**config.mk**
```make
export PLATFORM = sky130hd
export DESIGN_NAME = sprite_frame_animator_flat
export DESIGN_NICKNAME = d
export VERILOG_FILES = /design/src/hw/rtl/sfa_pkg.sv /design/src/hw/rtl/sfa_if.sv /design/src/hw/rtl/sfa_ctrl.sv /design/src/hw/rtl/sfa_dp.sv /design/src/hw/rtl/sprite_frame_animator.sv /design/src/flat_wrapper.sv
export SDC_FILE = /design/constraint.sdc
export NUM_CORES = 1
export LEC_CHECK = 0
export ABC_CLOCK_PERIOD_IN_PS = 8900
export BUFFER_PORTS_ARGS = -buffer_cell sky130_fd_sc_hd__clkbuf_2
export CAP_MARGIN = 10
export CORE_ASPECT_RATIO = 0.7
export CORE_MARGIN = 3
export CORE_UTILIZATION = 60
export CTS_CLUSTER_DIAMETER = 120
export DETAILED_ROUTE_END_ITERATION = 16
export PLACE_DENSITY = 0.92
export SLEW_MARGIN = 10
export SYNTH_ARGS = -nofsm -noshare
export SYNTH_HDL_FRONTEND = slang
export SYNTH_SLANG_ARGS = --single-unit
```
**constraint.sdc**
```tcl
create_clock -name clk -period 8.9 [get_ports clk]
set_input_delay 1.335 -clock clk [delete_from_list [all_inputs] [get_ports clk]]
set_output_delay 1.335 -clock clk [all_outputs]
set_load 0.1 [all_outputs]
```
**src/hw/rtl/sfa_pkg.sv**
```systemverilog
// Shared types and constants of the sprite frame animator.
package sfa_pkg;

	localparam int FRAME_W    = 16;
	localparam int TIME_W     = 32;
	localparam int COLS_W     = 8;
	localparam int CELL_W     = 12;
	localparam int RECT_W     = 28;
	localparam int CFG_IDX_W  = 3;
	localparam int CFG_DATA_W = 32;

	localparam logic [CFG_IDX_W-1:0] REG_FIRST_FRAME   = 3'd0;
	localparam logic [CFG_IDX_W-1:0] REG_LAST_FRAME    = 3'd1;
	localparam logic [CFG_IDX_W-1:0] REG_LOOP_ENABLE   = 3'd2;
	localparam logic [CFG_IDX_W-1:0] REG_FRAME_PERIOD  = 3'd3;
	localparam logic [CFG_IDX_W-1:0] REG_SHEET_COLUMNS = 3'd4;
	localparam logic [CFG_IDX_W-1:0] REG_CELL_WIDTH    = 3'd5;
	localparam logic [CFG_IDX_W-1:0] REG_CELL_HEIGHT   = 3'd6;

	localparam logic FUNC_TICK = 1'b0;
	localparam logic FUNC_SET  = 1'b1;

	typedef struct packed {
		logic [FRAME_W-1:0] first_frame;
		logic [FRAME_W-1:0] last_frame;
		logic               loop_enable;
		logic [TIME_W-1:0]  frame_period;
		logic [COLS_W-1:0]  sheet_columns;
		logic [CELL_W-1:0]  cell_width;
		logic [CELL_W-1:0]  cell_height;
	} cfg_t;

	typedef enum logic [2:0] {
		ST_IDLE,
		ST_TICK_ADD,
		ST_TICK_STEP,
		ST_DIV_INIT,
		ST_DIV_RUN,
		ST_MUL,
		ST_OUT
	} state_t;

	typedef struct packed {
		logic take;
		logic acc_add;
		logic frame_step;
		logic div_init;
		logic div_step;
		logic mul;
		logic load_out;
	} cmd_t;

	typedef struct packed {
		logic out_free;
	} sts_t;

endpackage

```
**src/hw/rtl/sfa_if.sv**
```systemverilog
// Valid/ready channel interfaces for input items and result items.
interface sfa_in_if;
	logic                               valid;
	logic                               ready;
	logic                               func;
	logic [sfa_pkg::TIME_W-1:0]         elapsed_time;
	logic signed [sfa_pkg::FRAME_W-1:0] frame_value;

	modport source (output valid, func, elapsed_time, frame_value, input ready);
	modport sink (input valid, func, elapsed_time, frame_value, output ready);
endinterface

interface sfa_out_if;
	logic                        valid;
	logic                        ready;
	logic [sfa_pkg::FRAME_W-1:0] frame_now;
	logic [sfa_pkg::RECT_W-1:0]  rect_left;
	logic [sfa_pkg::RECT_W-1:0]  rect_top;
	logic [sfa_pkg::RECT_W-1:0]  rect_right;
	logic [sfa_pkg::RECT_W-1:0]  rect_bottom;
	logic                        done_flag;

	modport source (output valid, frame_now, rect_left, rect_top, rect_right, rect_bottom,
		done_flag, input ready);
	modport sink (input valid, frame_now, rect_left, rect_top, rect_right, rect_bottom,
		done_flag, output ready);
endinterface

```
**src/hw/rtl/sfa_ctrl.sv**
```systemverilog
// Controller state machine: sequences tick update, divide, multiply and result load.
module sfa_ctrl #(
	parameter int IW = 16
) (
	input  logic                clk,
	input  logic                arst_n,
	input  logic                in_valid,
	input  logic                in_func,
	input  sfa_pkg::sts_t       sts,
	output sfa_pkg::cmd_t       cmd
);

	localparam int CNTW = $clog2(IW);

	sfa_pkg::state_t state_q, state_d;
	logic [CNTW-1:0] cnt_q, cnt_d;

	always_ff @(posedge clk or negedge arst_n) begin
		if (!arst_n) begin
			state_q <= sfa_pkg::ST_IDLE;
			cnt_q   <= '0;
		end else begin
			state_q <= state_d;
			cnt_q   <= cnt_d;
		end
	end

	always_comb begin
		state_d  = state_q;
		cnt_d    = cnt_q;
		cmd      = '0;
		case (state_q)
			sfa_pkg::ST_IDLE: begin
				// the input beat is taken here; ready follows the take command
				if (in_valid) begin
					cmd.take = 1'b1;
					state_d  = (in_func == sfa_pkg::FUNC_TICK) ? sfa_pkg::ST_TICK_ADD
						: sfa_pkg::ST_DIV_INIT;
				end
			end
			sfa_pkg::ST_TICK_ADD: begin
				cmd.acc_add = 1'b1;
				state_d     = sfa_pkg::ST_TICK_STEP;
			end
			sfa_pkg::ST_TICK_STEP: begin
				cmd.frame_step = 1'b1;
				state_d        = sfa_pkg::ST_DIV_INIT;
			end
			sfa_pkg::ST_DIV_INIT: begin
				cmd.div_init = 1'b1;
				cnt_d        = '0;
				state_d      = sfa_pkg::ST_DIV_RUN;
			end
			sfa_pkg::ST_DIV_RUN: begin
				// one quotient bit per cycle, index bits from the top down
				cmd.div_step = 1'b1;
				cnt_d        = cnt_q + 1'b1;
				if (cnt_q == CNTW'(IW - 1)) begin
					state_d = sfa_pkg::ST_MUL;
				end
			end
			sfa_pkg::ST_MUL: begin
				cmd.mul = 1'b1;
				state_d = sfa_pkg::ST_OUT;
			end
			sfa_pkg::ST_OUT: begin
				// hold until the result register is free
				if (sts.out_free) begin
					cmd.load_out = 1'b1;
					state_d      = sfa_pkg::ST_IDLE;
				end
			end
			default: begin
				state_d = sfa_pkg::ST_IDLE;
			end
		endcase
	end

endmodule

```
**src/hw/rtl/sfa_dp.sv**
```systemverilog
// Datapath: animation state, column/row divider, rectangle multipliers, result register.
module sfa_dp #(
	parameter int IW = 16
) (
	input  logic              clk,
	input  logic              arst_n,
	input  sfa_pkg::cfg_t     cfg,
	input  sfa_pkg::cmd_t     cmd,
	output sfa_pkg::sts_t     sts,
	sfa_in_if.sink            in_ch,
	sfa_out_if.source         out_ch
);

	localparam int TW = sfa_pkg::TIME_W;
	localparam int RW = sfa_pkg::RECT_W;
	localparam int CW = (IW + 1 > sfa_pkg::FRAME_W) ? IW + 1 : sfa_pkg::FRAME_W;
	localparam int DW = sfa_pkg::COLS_W;

	logic [TW-1:0] acc_q;
	logic [IW-1:0] index_q;
	logic          finished_q;
	logic          out_valid_q;

	logic [TW-1:0] elapsed_q;
	logic [IW-1:0] quo_q;
	logic [DW-1:0] rem_q;
	logic [RW-1:0] left_q;
	logic [RW-1:0] top_q;

	logic [sfa_pkg::FRAME_W-1:0] frame_now_q;
	logic [RW-1:0]               rect_left_q, rect_top_q, rect_right_q, rect_bottom_q;
	logic                        done_flag_q;

	logic          animated;
	logic [TW:0]   sum_w;
	logic [TW-1:0] sum_sat;
	logic [IW:0]   next_w;
	logic          out_of_range;
	logic [DW-1:0] cols;
	logic [DW:0]   trial;
	logic          ge;
	logic [DW-1:0] rem_n;

	assign animated = cfg.last_frame > cfg.first_frame;
	assign sum_w    = {1'b0, acc_q} + {1'b0, elapsed_q};
	assign sum_sat  = sum_w[TW] ? '1 : sum_w[TW-1:0];

	assign next_w       = {1'b0, index_q} + (IW+1)'(1);
	assign out_of_range = (CW'(next_w) < CW'(cfg.first_frame))
		|| (CW'(next_w) > CW'(cfg.last_frame));

	assign cols  = (cfg.sheet_columns == '0) ? DW'(1) : cfg.sheet_columns;
	assign trial = {rem_q, quo_q[IW-1]};
	assign ge    = trial >= {1'b0, cols};
	assign rem_n = ge ? DW'(trial - {1'b0, cols}) : trial[DW-1:0];

	assign sts.out_free = !out_valid_q || out_ch.ready;
	assign in_ch.ready  = cmd.take;

	always_ff @(posedge clk or negedge arst_n) begin
		if (!arst_n) begin
			acc_q       <= '0;
			index_q     <= '0;
			finished_q  <= 1'b0;
			out_valid_q <= 1'b0;
		end else begin
			if (cmd.take && in_ch.func == sfa_pkg::FUNC_SET && !in_ch.frame_value[15]) begin
				index_q    <= IW'(unsigned'(in_ch.frame_value));
				finished_q <= 1'b0;
			end
			if (cmd.acc_add && animated) begin
				acc_q <= sum_sat;
			end
			if (cmd.frame_step && animated && acc_q > cfg.frame_period) begin
				acc_q <= acc_q - cfg.frame_period;
				if (!out_of_range) begin
					index_q <= next_w[IW-1:0];
				end else if (cfg.loop_enable) begin
					index_q <= IW'(cfg.first_frame);
				end else begin
					index_q    <= IW'(cfg.last_frame);
					finished_q <= 1'b1;
				end
			end
			if (cmd.load_out) begin
				out_valid_q <= 1'b1;
			end else if (out_ch.ready) begin
				out_valid_q <= 1'b0;
			end
		end
	end

	always_ff @(posedge clk) begin
		if (cmd.take) begin
			elapsed_q <= in_ch.elapsed_time;
		end
		if (cmd.div_init) begin
			quo_q <= index_q;
			rem_q <= '0;
		end
		if (cmd.div_step) begin
			quo_q <= {quo_q[IW-2:0], ge};
			rem_q <= rem_n;
		end
		if (cmd.mul) begin
			left_q <= RW'(rem_q) * RW'(cfg.cell_width);
			top_q  <= RW'(quo_q) * RW'(cfg.cell_height);
		end
		if (cmd.load_out) begin
			frame_now_q   <= sfa_pkg::FRAME_W'(index_q);
			rect_left_q   <= left_q;
			rect_top_q    <= top_q;
			rect_right_q  <= left_q + RW'(cfg.cell_width);
			rect_bottom_q <= top_q + RW'(cfg.cell_height);
			done_flag_q   <= finished_q;
		end
	end

	assign out_ch.valid       = out_valid_q;
	assign out_ch.frame_now   = frame_now_q;
	assign out_ch.rect_left   = rect_left_q;
	assign out_ch.rect_top    = rect_top_q;
	assign out_ch.rect_right  = rect_right_q;
	assign out_ch.rect_bottom = rect_bottom_q;
	assign out_ch.done_flag   = done_flag_q;

endmodule

```
**src/hw/rtl/sprite_frame_animator.sv**
```systemverilog
// Sprite-sheet animation sequencer: one result beat per input beat.
// Tick items pass through accumulate and frame step, then every item through divider init,
// the restoring divider for column and row, the multiply and the result load.
// Flow: one item at a time; the next accept comes at the earliest in the cycle after
// the result is loaded, and the result load waits while the result register is held.
// Reset: accumulator, frame index and done flag clear; registers take their defaults.
module sprite_frame_animator #(
	parameter int FRAME_INDEX_BITS = 16
) (
	input  logic                              clk,
	input  logic                              arst_n,
	input  logic                              cfg_wen,
	input  logic [sfa_pkg::CFG_IDX_W-1:0]     cfg_index,
	input  logic [sfa_pkg::CFG_DATA_W-1:0]    cfg_data,
	sfa_in_if.sink                            in_ch,
	sfa_out_if.source                         out_ch
);

	sfa_pkg::cfg_t cfg_q;
	sfa_pkg::cmd_t cmd;
	sfa_pkg::sts_t sts;

	always_ff @(posedge clk or negedge arst_n) begin
		if (!arst_n) begin
			cfg_q.first_frame   <= '0;
			cfg_q.last_frame    <= '0;
			cfg_q.loop_enable   <= 1'b0;
			cfg_q.frame_period  <= 32'h0001_0000;
			cfg_q.sheet_columns <= 8'd1;
			cfg_q.cell_width    <= 12'd2;
			cfg_q.cell_height   <= 12'd2;
		end else if (cfg_wen) begin
			case (cfg_index)
				sfa_pkg::REG_FIRST_FRAME:   cfg_q.first_frame   <= cfg_data[15:0];
				sfa_pkg::REG_LAST_FRAME:    cfg_q.last_frame    <= cfg_data[15:0];
				sfa_pkg::REG_LOOP_ENABLE:   cfg_q.loop_enable   <= cfg_data[0];
				sfa_pkg::REG_FRAME_PERIOD:  cfg_q.frame_period  <= cfg_data;
				sfa_pkg::REG_SHEET_COLUMNS: cfg_q.sheet_columns <= cfg_data[7:0];
				sfa_pkg::REG_CELL_WIDTH:    cfg_q.cell_width    <= cfg_data[11:0];
				sfa_pkg::REG_CELL_HEIGHT:   cfg_q.cell_height   <= cfg_data[11:0];
				default: begin
				end
			endcase
		end
	end

	sfa_ctrl #(
		.IW(FRAME_INDEX_BITS)
	) u_ctrl (
		.clk      (clk),
		.arst_n   (arst_n),
		.in_valid (in_ch.valid),
		.in_func  (in_ch.func),
		.sts      (sts),
		.cmd      (cmd)
	);

	sfa_dp #(
		.IW(FRAME_INDEX_BITS)
	) u_dp (
		.clk    (clk),
		.arst_n (arst_n),
		.cfg    (cfg_q),
		.cmd    (cmd),
		.sts    (sts),
		.in_ch  (in_ch),
		.out_ch (out_ch)
	);

endmodule

```
**src/flat_wrapper.sv**
```systemverilog
// flat-port wrapper written by rule: the top's interface ports become plain ports
module sprite_frame_animator_flat 
#(
	parameter int FRAME_INDEX_BITS = 16
)
  (clk, arst_n, cfg_wen, cfg_index, cfg_data, in_ch_valid, in_ch_func, in_ch_elapsed_time, in_ch_frame_value, in_ch_ready, out_ch_valid, out_ch_frame_now, out_ch_rect_left, out_ch_rect_top, out_ch_rect_right, out_ch_rect_bottom, out_ch_done_flag, out_ch_ready);
  sfa_in_if in_ch_i ();
  sfa_out_if out_ch_i ();
  input  logic clk;
  input  logic arst_n;
  input  logic cfg_wen;
  input  logic [sfa_pkg::CFG_IDX_W-1:0] cfg_index;
  input  logic [sfa_pkg::CFG_DATA_W-1:0] cfg_data;
  input wire logic [$bits(in_ch_i.valid)-1:0] in_ch_valid;
  input wire logic [$bits(in_ch_i.func)-1:0] in_ch_func;
  input wire logic [$bits(in_ch_i.elapsed_time)-1:0] in_ch_elapsed_time;
  input wire logic [$bits(in_ch_i.frame_value)-1:0] in_ch_frame_value;
  output wire logic [$bits(in_ch_i.ready)-1:0] in_ch_ready;
  output wire logic [$bits(out_ch_i.valid)-1:0] out_ch_valid;
  output wire logic [$bits(out_ch_i.frame_now)-1:0] out_ch_frame_now;
  output wire logic [$bits(out_ch_i.rect_left)-1:0] out_ch_rect_left;
  output wire logic [$bits(out_ch_i.rect_top)-1:0] out_ch_rect_top;
  output wire logic [$bits(out_ch_i.rect_right)-1:0] out_ch_rect_right;
  output wire logic [$bits(out_ch_i.rect_bottom)-1:0] out_ch_rect_bottom;
  output wire logic [$bits(out_ch_i.done_flag)-1:0] out_ch_done_flag;
  input wire logic [$bits(out_ch_i.ready)-1:0] out_ch_ready;
  assign in_ch_i.valid = in_ch_valid;
  assign in_ch_i.func = in_ch_func;
  assign in_ch_i.elapsed_time = in_ch_elapsed_time;
  assign in_ch_i.frame_value = in_ch_frame_value;
  assign in_ch_ready = in_ch_i.ready;
  assign out_ch_valid = out_ch_i.valid;
  assign out_ch_frame_now = out_ch_i.frame_now;
  assign out_ch_rect_left = out_ch_i.rect_left;
  assign out_ch_rect_top = out_ch_i.rect_top;
  assign out_ch_rect_right = out_ch_i.rect_right;
  assign out_ch_rect_bottom = out_ch_i.rect_bottom;
  assign out_ch_done_flag = out_ch_i.done_flag;
  assign out_ch_i.ready = out_ch_ready;
  sprite_frame_animator #(.FRAME_INDEX_BITS(FRAME_INDEX_BITS)) u_core (.clk(clk), .arst_n(arst_n), .cfg_wen(cfg_wen), .cfg_index(cfg_index), .cfg_data(cfg_data), .in_ch(in_ch_i), .out_ch(out_ch_i));
endmodule
```
==> flow_summary_export.csv, run 1 <==
group,metric,value,unit
synth,synth-simple-area-share,12.95,%
clock_network,postCtsHoldBufs,0,
worst_hold_path,holdCritPathClass,"reg2reg",
grt,antenna_found_initial,8,
setup_path,critical_path_peak_fanout,18,
worst_hold_path,whs_path_depth,0,
setup_path,endpoint_kind,"flip-flop",
setup_path,path_delay_family,"adder cells",
place,place_area,0.03026,mm^2
clock_network,clk_pin_slew,0.07,ns
synth,syn_inst,2807,
place,gp_congestion,0.9355,
die,die_w,267.6,um
sta,setup_tns,0,ns
synth,synth_compound_area_share,11.32,%
place,pre_cts_ws,2.076,ns
cells_and_area,final.fill_count,3410,
place,dp_hpwl,51670,um
drt,vias,21450,
setup_path,worstReg2RegEnd,"u_core.u_dp.top_q[27]",
clock_network,h-tree-depth,2,
setup_path,worstPathRequired,9.18,ns
cells_and_area,syn_to_final_growth,9.478,%
clock_network,root_buffer,"clkbuf_16",
synth,synth-seq-cells,372,
sta,finalSetupViolations,0,
synth,synth.cell_area,0.02874,mm^2
setup_path,arrival,7.17,ns
place,io_buffers,204,
sta,layout_setup_ws,2.004,ns
drt,wl_per_cell,18.86,um
worst_hold_path,worstHoldStart,"u_core.u_dp.finished_q",
worst_hold_path,min_to,"u_core.u_dp.out_ch.done_flag",
synth,ys_seq_area_share,36.21,%
die,fp.dieH,189.1,um
cells_and_area,multiInputGateArea,0.01657,mm^2
sta,hold_viol_final,0,
sta,fmax,145.0,MHz
synth,syn_area_per_cell,10.24,um^2
cells_and_area,layout-drive-gt1-share,12.80,%
clock_network,post-cts-setup-buffers,0,
clock_network,numCtsBuffers,38,
drt,drt-total-wl,68290,um
clock_network,cts_buffer_depth,3,
setup_path,cp_cell_sequence,"nand2_1, fa_1, inv_1, fa_1, fa_1, fa_1, inv_1, fa_1, inv_1, ha_1, a21o_1, a21o_1, a21oi_1, o21ai_0, a211oi_1, nor2_1, o41ai_1, o21ai_0, a21oi_1, xnor2_1",
drt,drt_iter0_markers,2072,
clock_network,clkLatencyLatePin,0.56,ns
clock_network,cts_resized,0,
sta,worstMarginPinSlew,1.095,ns
synth,synth_flop_cell,"edfxtp_1",
die,core,0.04691,mm^2
grt,grt_use_total,27.28,%
grt,grt_pass1_wl,110100,um
setup_path,worstPathBufferInverterCount,3,
cells_and_area,fin_nets,3524,
sta,final_max_slew_viol_count,0,
synth,yosysUniqueCellTypes,86,
grt,grt_pass1_vias,21720,
setup_path,slowest_delay,0.76,ns
sta,period_minus_slack,6.896,ns
synth,synth-xor-area-share,4.633,%
sta,grt_setup_unrepaired,"no",
setup_path,rr_worst_depth,20,
die,dieArea,0.05060,mm^2
die,rows,66,
sta,skew,0.03165,ns
clock_network,cts_sinks,372,
drt,first_pass_iters,5,
grt,grt_overflow_total,0,
synth,ys_warn_count,0,
drt,drc,0,
setup_path,cp_slowest_cell,"dfrtp_1",
flow_run,maxCapViolations,0,
synth,synth_edf_count,218,
run_status,status,"finished, final reports clean",
setup_path,r2r_slack,2.00,ns
die,initial_utilization,61.27,%
setup_path,path_common_cell,"fa_1",
grt,grt_max_degree,81,
synth,synth_fa_ha_area_share,25.21,%
clock_network,cts_tree,"yes",
setup_path,crit_type,"reg2reg",
setup_path,rr_startpoint,"u_core.cfg_q[8]",
sta,slew_headroom,26.90,%
die,top_level_ports,220,
synth,async_flop_share,41.40,%
sta,period_share,77.48,%
synth,synth.area.mux_share,3.183,%
cells_and_area,regArea,0.01041,mm^2
setup_path,start_kind,"flip-flop",
drt,antenna_left,0,
cells_and_area,design_area,0.03146,mm^2
synth,synth_top_family_by_area,"adder cells",
drt,vias_per_cell,5.925,
[synth_stat cells (5+ instances only)]
library cell / number / area (um^2)
mux2_2: 67 / 754.5
nor3_1: 25 / 125.1
a21oi_1: 115 / 575.6
clkbuf_1: 74 / 277.8
fa_1: 205 / 4104
nand2b_1: 25 / 156.4
a221o_1: 17 / 170.2
a31oi_1: 9 / 56.30
and2_1: 128 / 800.8
inv_1: 359 / 1348
o21ai_1: 9 / 45.04
buf_4: 16 / 120.1
or3_1: 6 / 37.54
nand4b_1: 5 / 43.79
nor2b_1: 25 / 156.4
ha_1: 251 / 3141
xnor2_1: 102 / 893.4
o21a_1: 21 / 157.7
nand2_1: 369 / 1385
o221ai_1: 13 / 113.9
and3_1: 25 / 156.4
buf_6: 6 / 67.56
a211oi_1: 17 / 127.6
a21boi_0: 11 / 82.58
o21bai_1: 16 / 120.1
edfxtp_1: 218 / 6546
dfrtp_1: 150 / 3754
nor2_1: 93 / 349.1
a21o_1: 57 / 427.9
o211ai_1: 7 / 52.55
xor2_1: 50 / 437.9
nand4_1: 17 / 106.4
nand3_1: 41 / 205.2
o21ai_0: 140 / 700.7
mux2i_1: 16 / 160.2
[cells in the final DEF, fill, tap and decap left out, types with 5 or more instances in the layout]
cell type	synthesis	final
inv_1	359	359
clkinv_1	0	7
a21o_1	57	57
ha_1	251	251
fa_1	205	205
o221ai_1	13	13
and2_1	128	128
buf_4	16	18
a31oi_1	9	9
nor2_1	93	92
and3_1	25	25
nand3_1	41	41
clkbuf_2	0	203
xnor2_1	102	102
nand2b_1	25	25
mux2i_1	16	16
xor2_1	50	50
o21ai_1	9	9
clkbuf_1	74	6
a21oi_1	115	115
o21ai_0	140	140
nand4_1	17	17
nand4b_1	5	5
mux2_2	67	67
o21a_1	21	21
edfxtp_1	218	218
conb_1	1	15
a221o_1	17	17
dfrtp_1	150	150
nand2_1	369	369
nor3_1	25	23
a21boi_0	11	11
o211ai_1	7	7
nor2b_1	25	24
o21bai_1	16	16
or3_1	6	6
clkinv_2	0	5
clkbuf_16	0	40
a211oi_1	17	17
[worst register-to-register path, stage by stage, from the launching register on]
cell	delay (ns)
dfrtp_1	0.76
nand2_1	0.19
fa_1	0.58
inv_1	0.06
fa_1	0.46
fa_1	0.52
fa_1	0.54
inv_1	0.05
fa_1	0.53
inv_1	0.05
ha_1	0.34
a21o_1	0.19
a21o_1	0.21
a21oi_1	0.20
o21ai_0	0.27
a211oi_1	0.27
nor2_1	0.15
o41ai_1	0.64
o21ai_0	0.24
a21oi_1	0.27
xnor2_1	0.10
[flip-flops by register name, summed over array words and instances, names as in the netlist, 20 cells and up]
name	cells
u_core.u_dp.out_ch.rect_right	21
u_core.u_dp.out_ch.rect_bottom	28
u_core.u_dp.out_ch.rect_left	20
u_core.u_dp.elapsed_q	32
u_core.u_dp.out_ch.rect_top	28
u_core.u_dp.top_q	28
u_core.cfg_q	97
u_core.u_dp.acc_q	32
u_core.u_dp.left_q	20
[through the flow]
stage          utilization, %  hold slack [ns]  instances
3_5_place_dp            64.50           0.4423       3551
3_3_place_gp            64.50           0.4295       3551
6_report                67.07           0.4430       3620
2_1_floorplan               -           0.4249       2821
4_1_cts                 67.07           0.4346       3619
5_1_grt                 67.07           0.4395       3620
[cells by family after synthesis]
family                   Yosys count
multiplexers                      83
buffers and inverters            463
flip-flops                       372
AND/OR/NAND/NOR                  785
adder cells (fa/ha/maj)          456
XOR/XNOR                         152
AO/OA/AOI/OAI                    495
other                              1
[worst max-delay path by stage]
| stage | endpoint | from | cells past startpoint | slack, ns |
|---|---|---|---|---|
| after global routing | u_core.u_dp.top_q[27] | u_core.cfg_q[8] | 20 | 1.68 |
| after global placement | u_core.u_dp.top_q[27] | u_core.cfg_q[8] | 20 | 2.63 |
| after detailed placement | u_core.u_dp.top_q[27] | u_core.cfg_q[8] | 20 | 2.08 |
| after floorplan | u_core.u_dp.out_ch.done_flag | out_ch_ready | 2 | 1.78 |
| final | u_core.u_dp.top_q[27] | u_core.cfg_q[8] | 20 | 2.00 |
| after CTS | u_core.u_dp.top_q[27] | u_core.cfg_q[8] | 20 | 2.13 |
[final cells by class]
type	count	share of cell area, %
Antenna cell	1	0.007954
Clock buffer	50	3.428
Clock inverter	18	0.3977
Inverter	359	4.283
Multi-Input combinational cell	1986	52.68
Sequential cell	372	33.07
Tap cell	612	2.434
Timing Repair Buffer	222	3.695
[metal layers]
layer / track usage (%) / vias to the layer above / routed length [um]
met5: 0 / - / 74
met4: 10.96 / 14 / 2870
met3: 6.209 / 203 / 6085
met2: 42.24 / 958 / 30800
met1: 37.52 / 10490 / 28450
li1: - / 9785 / -
Power of run 1 is not shown: default switching activity piles up to over one toggle a cycle in this logic, so the estimate is an artifact.
==> run 2: changes to the inputs <==
--- a/config.mk
+++ b/config.mk
@@ -5,7 +5,7 @@
 export SDC_FILE = /design/constraint.sdc
 export NUM_CORES = 1
 export LEC_CHECK = 0
-export ABC_CLOCK_PERIOD_IN_PS = 8900
+export ABC_CLOCK_PERIOD_IN_PS = 6700
 export BUFFER_PORTS_ARGS = -buffer_cell sky130_fd_sc_hd__clkbuf_2
 export CAP_MARGIN = 10
 export CORE_ASPECT_RATIO = 0.7
==> constraint.sdc (replaced) <==
create_clock -name clk -period 6.7 [get_ports clk]
set_input_delay 1.005 -clock clk [delete_from_list [all_inputs] [get_ports clk]]
set_output_delay 1.005 -clock clk [all_outputs]
set_load 0.1 [all_outputs]
==> run 2 against run 1 <==
  * Die area unchanged
  * Utilization up 0.44 points
  * Worst setup slack worse by 1.7 ns
  * Global-route usage up 0.65 points
  * Highest routed layer unchanged
==> flow_summary_export.csv, run 2 (synthesis results as in run 1) <==
group,metric,value,unit
run_status,status,"finished, final reports clean",
drt,wl_per_cell,19.04,um
place,io_buffers,204,
drt,first_pass_iters,5,
sta,grt_setup_unrepaired,"no",
drt,drt-total-wl,69240,um
die,dieArea,0.05060,mm^2
setup_path,crit_type,"reg2reg",
clock_network,root_buffer,"clkbuf_16",
sta,fmax,155.8,MHz
drt,vias,21390,
clock_network,post-cts-setup-buffers,0,
clock_network,cts_resized,0,
clock_network,h-tree-depth,2,
drt,drc,0,
worst_hold_path,worstHoldStart,"u_core.u_dp.left_q[4]",
sta,layout_setup_ws,0.2797,ns
clock_network,numCtsBuffers,39,
grt,grt_use_total,27.92,%
grt,grt_overflow_total,0,
die,top_level_ports,220,
clock_network,cts_sinks,372,
setup_path,critPathLaunch,"u_core.cfg_q[9]",
setup_path,crit_end,"u_core.u_dp.top_q[25]",
drt,drt_iter0_markers,2045,
die,core,0.04691,mm^2
cells_and_area,mostFrequentLayoutCell,"nand2_1",
setup_path,r2r_slack,0.28,ns
sta,setup_tns,0,ns
drt,antenna_left,0,
cells_and_area,syn_to_final_growth,10.20,%
place,dp_hpwl,51960,um
cells_and_area,mostFrequentLayoutCells,"nand2_1, inv_1, ha_1",
die,fp.dieH,189.1,um
cells_and_area,fin_nets,3537,
sta,final_max_slew_viol_count,0,
place,pre_cts_ws,0.2400,ns
clock_network,clk_pin_slew,0.07,ns
setup_path,start_kind,"flip-flop",
cells_and_area,reg_top3,"u_core.cfg_q (97), u_core.u_dp.acc_q (32), u_core.u_dp.elapsed_q (32)",
grt,antenna_found_initial,5,
clock_network,cts_tree,"yes",
worst_hold_path,holdCritPathClass,"reg2reg",
cells_and_area,regMostFlops,"u_core.cfg_q",
sta,skew,0.03121,ns
die,initial_utilization,61.27,%
setup_path,endpoint_kind,"flip-flop",
setup_path,worstReg2RegEnd,"u_core.u_dp.top_q[25]",
grt,grt_max_degree,99,
sta,worstMarginPinSlew,1.164,ns
clock_network,postCtsHoldBufs,0,
clock_network,cts_buffer_depth,3,
grt,grt_pass1_vias,21660,
setup_path,rr_startpoint,"u_core.cfg_q[9]",
sta,period_share,95.83,%
sta,hold_viol_final,0,
place,gp_congestion,0.9527,
drt,vias_per_cell,5.882,
die,rows,66,
cells_and_area,layout-drive-gt1-share,13.34,%
die,die_w,267.6,um
grt,grt_pass1_wl,112300,um
flow_run,maxCapViolations,0,
setup_path,critical_path_peak_fanout,18,
sta,slew_headroom,22.41,%
setup_path,worstPathRequired,7.00,ns
cells_and_area,largest_reg_flops,97,
clock_network,clkLatencyLatePin,0.56,ns
setup_path,arrival,6.72,ns
sta,finalSetupViolations,0,
sta,period_minus_slack,6.420,ns
setup_path,rr_worst_depth,19,
[run 2: layer usage]
layer  up-vias  global-route usage, %  wire length, um
met1     10410                  38.81            29070
met4         8                  10.06             2486
met3       162                  5.261             6144
met2       984                  44.17            31490
li1       9827                      -                -
met5         -                      0               48
[run 2: worst max-delay path, cell delays in order, from the launching register on]
cell and delay [ns]:
dfrtp_1 0.76, and2_1 0.26, fa_1 0.45, fa_1 0.53, fa_1 0.52, fa_1 0.55
inv_1 0.06, fa_1 0.53, inv_1 0.04, ha_1 0.33, a21o_1 0.18, a21o_1 0.21
a21oi_1 0.16, o21ai_0 0.23, a211oi_1 0.28, nor2_1 0.16, o41ai_2 0.43, o21ai_0 0.19
a21oi_1 0.21, xnor2_1 0.08
[run 2: how the worst min path moves through the flow]
stage,end,slack (ns),cells after the start
finish,u_core.u_dp.out_ch.rect_left[4],0.46,0
global route,u_core.u_dp.out_ch.rect_left[10],0.47,0
CTS,u_core.u_dp.out_ch.rect_left[4],0.46,0
detailed placement,u_core.u_dp.out_ch.rect_left[4],0.45,0
global placement,u_core.u_dp.out_ch.done_flag,0.43,0
floorplan,u_core.u_dp.out_ch.done_flag,0.42,0
[run 2: final cells by class]
type                            count  area (um^2)
Antenna cell                        3        7.507
Clock buffer                       56         1180
Clock inverter                     14        127.6
Fill cell                        3384        15240
Inverter                          359         1348
Multi-Input combinational cell   1986        16580
Sequential cell                   372        10410
Tap cell                          612        765.7
Timing Repair Buffer              234         1252
[run 2: stage by stage]
step | util [%] | hold slack (ns) | std cells | instance area (um^2)
after floorplan | - | 0.4249 | 2821 | 28800
after global placement | 64.70 | 0.4312 | 3563 | 30350
after detailed placement | 64.70 | 0.4474 | 3563 | 30350
after CTS | 67.48 | 0.4618 | 3633 | 31650
after global routing | 67.50 | 0.4728 | 3633 | 31660
final | 67.52 | 0.4597 | 3636 | 31670
Power of run 2 is left out for the same reason.
